**src/hw/rtl/decimal_text_to_scaled_integer_unit_macros.svh**
```systemverilog
// ----------------------------------------------------------------------------
// Assertion macros for the decimal text to scaled integer unit
// Shared concurrent-assertion wrappers with synchronous active-low reset.
// ----------------------------------------------------------------------------
`ifndef DECIMAL_TEXT_TO_SCALED_INTEGER_UNIT_MACROS_SVH
`define DECIMAL_TEXT_TO_SCALED_INTEGER_UNIT_MACROS_SVH

// Consequent checked in the same cycle as the antecedent.
`define DTSI_ASSERT_SAME(label, clk, rst_n, ante, cons, msg) \
    label: assert property (@(posedge clk) disable iff (!(rst_n)) (ante) |-> (cons)) \
        else $error(msg);

// Consequent checked in the cycle after the antecedent.
`define DTSI_ASSERT_NEXT(label, clk, rst_n, ante, cons, msg) \
    label: assert property (@(posedge clk) disable iff (!(rst_n)) (ante) |=> (cons)) \
        else $error(msg);

`endif

```
**src/hw/rtl/dtsi_pkg.sv**
```systemverilog
// ----------------------------------------------------------------------------
// dtsi_pkg
// Types, character codes, status codes and power-of-ten table for the
// decimal text to scaled integer unit.
// ----------------------------------------------------------------------------
package dtsi_pkg;

    localparam int unsigned C_MAX_DIGITS = 18;

    localparam int unsigned C_CHAR_W     = 8;
    localparam int unsigned C_VALUE_W    = 61;
    localparam int unsigned C_STATUS_W   = 2;
    localparam int unsigned C_CFG_IDX_W  = 4;
    localparam int unsigned C_CFG_DATA_W = 5;
    localparam int unsigned C_EXP_W      = 5;
    localparam int unsigned C_FCNT_W     = 6;
    localparam int unsigned C_MAG_W      = 60;
    localparam int unsigned C_WHOLE_W    = 64;

    typedef logic [C_CHAR_W-1:0]            t_char;
    typedef logic signed [C_VALUE_W-1:0]    t_value;
    typedef logic [C_STATUS_W-1:0]          t_status;
    typedef logic [C_CFG_IDX_W-1:0]         t_cfg_idx;
    typedef logic [C_CFG_DATA_W-1:0]        t_cfg_data;
    typedef logic [C_EXP_W-1:0]             t_exp;
    typedef logic [C_FCNT_W-1:0]            t_fcnt;
    typedef logic [C_MAG_W-1:0]             t_mag;
    typedef logic [C_WHOLE_W-1:0]           t_whole;

    localparam t_char C_CH_PLUS  = 8'h2B;
    localparam t_char C_CH_MINUS = 8'h2D;
    localparam t_char C_CH_DOT   = 8'h2E;
    localparam t_char C_CH_ZERO  = 8'h30;
    localparam t_char C_CH_NINE  = 8'h39;

    localparam t_cfg_idx C_CFG_FRAC_DIGITS  = 4'd0;
    localparam t_cfg_idx C_CFG_TOTAL_DIGITS = 4'd1;

    localparam t_cfg_data C_FRAC_DIGITS_RST  = 5'd2;
    localparam t_cfg_data C_TOTAL_DIGITS_RST = 5'd18;

    localparam t_status C_ST_OK    = 2'd0;
    localparam t_status C_ST_FRAC  = 2'd1;
    localparam t_status C_ST_RANGE = 2'd2;

    localparam t_exp C_EXP_MAX = C_EXP_W'(C_MAX_DIGITS);

    typedef struct packed {
        logic   negative;
        logic   overflowed;
        t_whole whole;
        t_mag   whole_scaled;
        t_mag   frac_scaled;
        logic   frac_nz;
        t_fcnt  frac_count;
    } t_finish;

    function automatic t_exp clamp_digits(input t_cfg_data v);
        clamp_digits = (v > C_EXP_MAX) ? C_EXP_MAX : v;
    endfunction

    function automatic t_whole pow10(input t_exp e);
        t_exp k;
        k = (e > C_EXP_MAX) ? C_EXP_MAX : e;
        case (k)
            5'd0:    pow10 = 64'd1;
            5'd1:    pow10 = 64'd10;
            5'd2:    pow10 = 64'd100;
            5'd3:    pow10 = 64'd1000;
            5'd4:    pow10 = 64'd10000;
            5'd5:    pow10 = 64'd100000;
            5'd6:    pow10 = 64'd1000000;
            5'd7:    pow10 = 64'd10000000;
            5'd8:    pow10 = 64'd100000000;
            5'd9:    pow10 = 64'd1000000000;
            5'd10:   pow10 = 64'd10000000000;
            5'd11:   pow10 = 64'd100000000000;
            5'd12:   pow10 = 64'd1000000000000;
            5'd13:   pow10 = 64'd10000000000000;
            5'd14:   pow10 = 64'd100000000000000;
            5'd15:   pow10 = 64'd1000000000000000;
            5'd16:   pow10 = 64'd10000000000000000;
            5'd17:   pow10 = 64'd100000000000000000;
            default: pow10 = 64'd1000000000000000000;
        endcase
    endfunction

endpackage

```
**src/hw/rtl/dtsi_finish.sv**
```systemverilog
// ----------------------------------------------------------------------------
// dtsi_finish
// Turns the captured accumulators of one literal into the signed scaled
// value and status: fraction-digit check, range checks, saturation and sign.
// ----------------------------------------------------------------------------
module dtsi_finish (
    input  dtsi_pkg::t_finish i_fin,
    input  dtsi_pkg::t_exp    i_frac_digits,
    input  dtsi_pkg::t_exp    i_total_digits,
    output dtsi_pkg::t_value  o_value,
    output dtsi_pkg::t_status o_status
);

    logic                            td_ge_fd;
    dtsi_pkg::t_exp                  whole_exp;
    dtsi_pkg::t_whole                whole_limit;
    dtsi_pkg::t_mag                  total_limit;
    dtsi_pkg::t_mag                  sat_mag;
    logic                            st_frac;
    logic                            st_range;
    logic [dtsi_pkg::C_VALUE_W-1:0]  inv;
    logic [dtsi_pkg::C_VALUE_W-1:0]  sum;
    logic [dtsi_pkg::C_VALUE_W-1:0]  sat_val;

    // Whole part must stay below 10^(total - frac); below 1 when total < frac.
    assign td_ge_fd    = i_total_digits >= i_frac_digits;
    assign whole_exp   = td_ge_fd ? (i_total_digits - i_frac_digits) : '0;
    assign whole_limit = dtsi_pkg::pow10(whole_exp);
    assign total_limit = dtsi_pkg::t_mag'(dtsi_pkg::pow10(i_total_digits));
    assign sat_mag     = total_limit - dtsi_pkg::t_mag'(1);

    assign st_frac  = i_fin.frac_nz
                      && (i_fin.frac_count > dtsi_pkg::C_FCNT_W'(i_frac_digits));
    // Fraction alone can exceed the limit only when total < frac (whole is 0 then).
    assign st_range = i_fin.overflowed
                      || (i_fin.whole >= whole_limit)
                      || (i_fin.frac_scaled >= total_limit);

    // -(a + b) = ~a + ~b + 2
    assign inv = {dtsi_pkg::C_VALUE_W{i_fin.negative}};
    assign sum = ({1'b0, i_fin.whole_scaled} ^ inv)
               + ({1'b0, i_fin.frac_scaled} ^ inv)
               + {{(dtsi_pkg::C_VALUE_W-2){1'b0}}, i_fin.negative, 1'b0};

    assign sat_val = i_fin.negative ? (dtsi_pkg::C_VALUE_W'(0) - {1'b0, sat_mag})
                                    : {1'b0, sat_mag};

    always_comb begin
        if (st_frac) begin
            o_value  = '0;
            o_status = dtsi_pkg::C_ST_FRAC;
        end else if (st_range) begin
            o_value  = dtsi_pkg::t_value'(sat_val);
            o_status = dtsi_pkg::C_ST_RANGE;
        end else begin
            o_value  = dtsi_pkg::t_value'(sum);
            o_status = dtsi_pkg::C_ST_OK;
        end
    end

endmodule
```
**config.mk**
```make
export PLATFORM = sky130hd
export DESIGN_NAME = dtsi_finish
export DESIGN_NICKNAME = d
export VERILOG_FILES = /design/src/hw/rtl/decimal_text_to_scaled_integer_unit_macros.svh /design/src/hw/rtl/dtsi_pkg.sv /design/src/hw/rtl/dtsi_finish.sv
export SDC_FILE = /design/constraint.sdc
export NUM_CORES = 1
export LEC_CHECK = 0
export BUFFER_PORTS_ARGS = -buffer_cell sky130_fd_sc_hd__buf_4
export CAP_MARGIN = 20
export CORE_MARGIN = 2
export CORE_UTILIZATION = 36
export DETAILED_ROUTE_END_ITERATION = 16
export PLACE_DENSITY_LB_ADDON = 0.25
export SLEW_MARGIN = 5
export SYNTH_ARGS = -nofsm -noshare
export SYNTH_HDL_FRONTEND = slang
export SYNTH_SLANG_ARGS = --single-unit
```
**constraint.sdc**
```tcl
create_clock -name vclk -period 17.3
set_clock_uncertainty 0.1 [all_clocks]
set_input_delay 5.19 -clock vclk [all_inputs]
set_output_delay 5.19 -clock vclk [all_outputs]
set_load 0.01 [all_outputs]
```
==> qor.yml <==
timing:
  hold_viol: 0
  drv_slew: 0
  finalWorstSetupSlack_ns: 0.7127
  fmax_ghz: 0.06029
  worst_pin_slew_ns: 1.041
  finalSetupViolations: 0
  slew-limit-headroom_pct: 28.79
  rsz0062_at_grt: "false"
  fin_tns_setup_ns: 0
  fin_crit_sh_pct: 95.88
  period_minus_slack_ns: 16.59
global_routing:
  globalRouteTotalUtil_pct: 23.64
  grt_remaining_overflow: 0
  grt_pass1_vias: 12718
  antenna_found_initial: 0
  grt_max_degree: 76
  grt_pass1_wl_mm: 68.19
die:
  rows: 66
  initial_core_util_pct: 36.69
  die_h_um: 186.3
  ios: 266
  die_w_um: 186.3
  die_area_um2: 34720
  core-area_um2: 32620
synth:
  synthTopCellsByArea: "ha_1 28%, xor2_1 12%, a21oi_1 5.9%, xnor2_1 5.7%, a21o_1 5.0%"
  netlist-cell-type-count: 79
  ys_seq_area_share_pct: 0
  yosys_warnings: 0
  post-synth-top-area-cell: "ha_1"
  syn_area_per_cell_um2: 7.191
  yosys.area.top_type_share_pct: 27.71
  synthCells: 1664
  syn_area_um2: 11970
drt:
  ant_nets: 0
  dr_total_vias: 12922
  dr.pass1.iters: 5
  wire_per_inst_um: 18.70
  wl_met2_mm: 19.52
  drt-met1-wl_mm: 20.26
  first_iter_violations: 969
  top_layer: "met4"
  met3_wirelength_mm: 2.395
  via_per_inst: 5.596
  remaining_drc_errors: 0
  drt_wl_total_mm: 43.17
placed_design:
  hpwl_mm: 36.58
  place_ws_ns: 0.7691
  place_congestion: 0.9261
  portBuffers: 266
cells_and_area:
  syn_to_final_growth_pct: 19.88
  final_cell_mix: "284 x buf_4, 265 x ha_1, 168 x xor2_1, 146 x nand2_1, 139 x a21oi_1"
  nFillCells: 3449
  seq_cell_count: 0
  diodes: 0
  multi_input_area_um2: 11410
  seqCellArea_um2: 0
  nNetsFinal: 2339
  layout-drive-gt1-share_pct: 16.98
  layout_commonest_cell: "buf_4"
  num-clock-buffers: 0
power:
  ir_worst_vdd_v: 0.00001778
  pwr_density_cell_nw_per_um2: 54.34
  leakagePower_nw: 6.875
setup_path:
  start_kind: "input pin"
  path_buf_inv: 6
  worst-setup-path-type: "in -> out"
  crit_path_max_incr_delay_ns: 0.43
  worst_path_max_delay_cell: "or2_2"
  cp_common_cell: "a21oi_1"
  cpLargestDelayFamily: "compound AO/OA/AOI/OAI gates"
  startpoint: "i_total_digits[0]"
  required_ns: 12.01
  end_kind: "output port"
  worstPathArrival_ns: 11.30
  crit_fanout: 21
min_path:
  hp-start: "i_fin[6]"
  hp-class: "in -> out"
run_status:
  status: "completed"
clock_tree:
  post-cts-setup-buffer-count: 0
  postCtsHoldBufs: 0
  cts_resized: 0
run:
  cap_violations: 0
worst min-delay path: cells and delay by family:
kind / cells / cell delay (ns)
AO/OA/AOI/OAI: 2 / 0.22
buffers and inverters: 3 / 0.41
logic make-up (layout without fill, tap and decap cells):
logic type	count (synthesis)	after routing	share of synthesized area [%]
fa+ha+maj	267	267	28.04
simple gates	478	478	19.19
compound gates	502	502	27.44
buf+inv	142	344	4.893
other cells	1	2	0.03134
mux	27	27	2.269
xor+xnor	247	247	18.14
per-layer routing:
layer	vias to the layer above	global-route usage [%]
li1	6513	-
met1	5964	33.20
met2	394	39.39
met3	51	1.862
met4	0	4.985
met5	-	0
report_power, final:
group / switching [mW] / leakage (nW) / internal [mW]
registers: 0 / 0 / 0
logic: 0.452 / 6.88 / 0.328
clock network: 0 / 0 / 0
total: 0.452 / 6.88 / 0.328
cell type report:
type                            count  area share (%)
Inverter                           58           1.518
Multi-Input combinational cell   1523           79.55
Timing Repair Buffer              286           15.08
Tap cell                          442           3.855
stage by stage:
step | hold WS [ns] | area [µm²] | util, % | cells | total power [mW]
finish | 10.91 | 14350 | 43.98 | 2309 | 0.7796
global route | 10.93 | 14350 | 43.98 | 2309 | 0.8666
CTS | 10.92 | 14350 | 43.98 | 2309 | 0.7765
detailed placement | 10.92 | 14350 | 43.98 | 2309 | 0.7708
global placement | 10.91 | 14350 | 43.98 | 2309 | 0.7713
floorplan | 10.51 | 11970 | - | 1665 | 0.5395
cell usage after synthesis (6+ instances only):
master and n:
a21o_1 80, o21bai_1 10, a21oi_1 141, a211oi_1 30
nand2_1 146, o31ai_1 16, nor4_1 11, o21a_1 15
a31oi_1 24, nand4_1 33, nand2b_1 23, o41ai_1 6
buf_1 9, o22ai_1 23, a2111oi_0 6, mux2i_1 26
clkbuf_1 58, xor2_1 168, nor2_1 126, buf_2 11
a21boi_0 6, ha_1 265, and2_1 10, o211ai_1 17
nand3_1 36, nor2b_1 12, nor3_1 27, or2_2 14
a22oi_1 8, xnor2_1 78, o21ai_0 69, and3_1 8
or3_1 7, inv_1 57
final timing paths:
check                         end  slack [ns]  cells after the start
worst min-delay path  o_value[18]       10.91                      5
worst max-delay path  o_value[57]        0.71                     31
(Power assumes the default switching activity.)
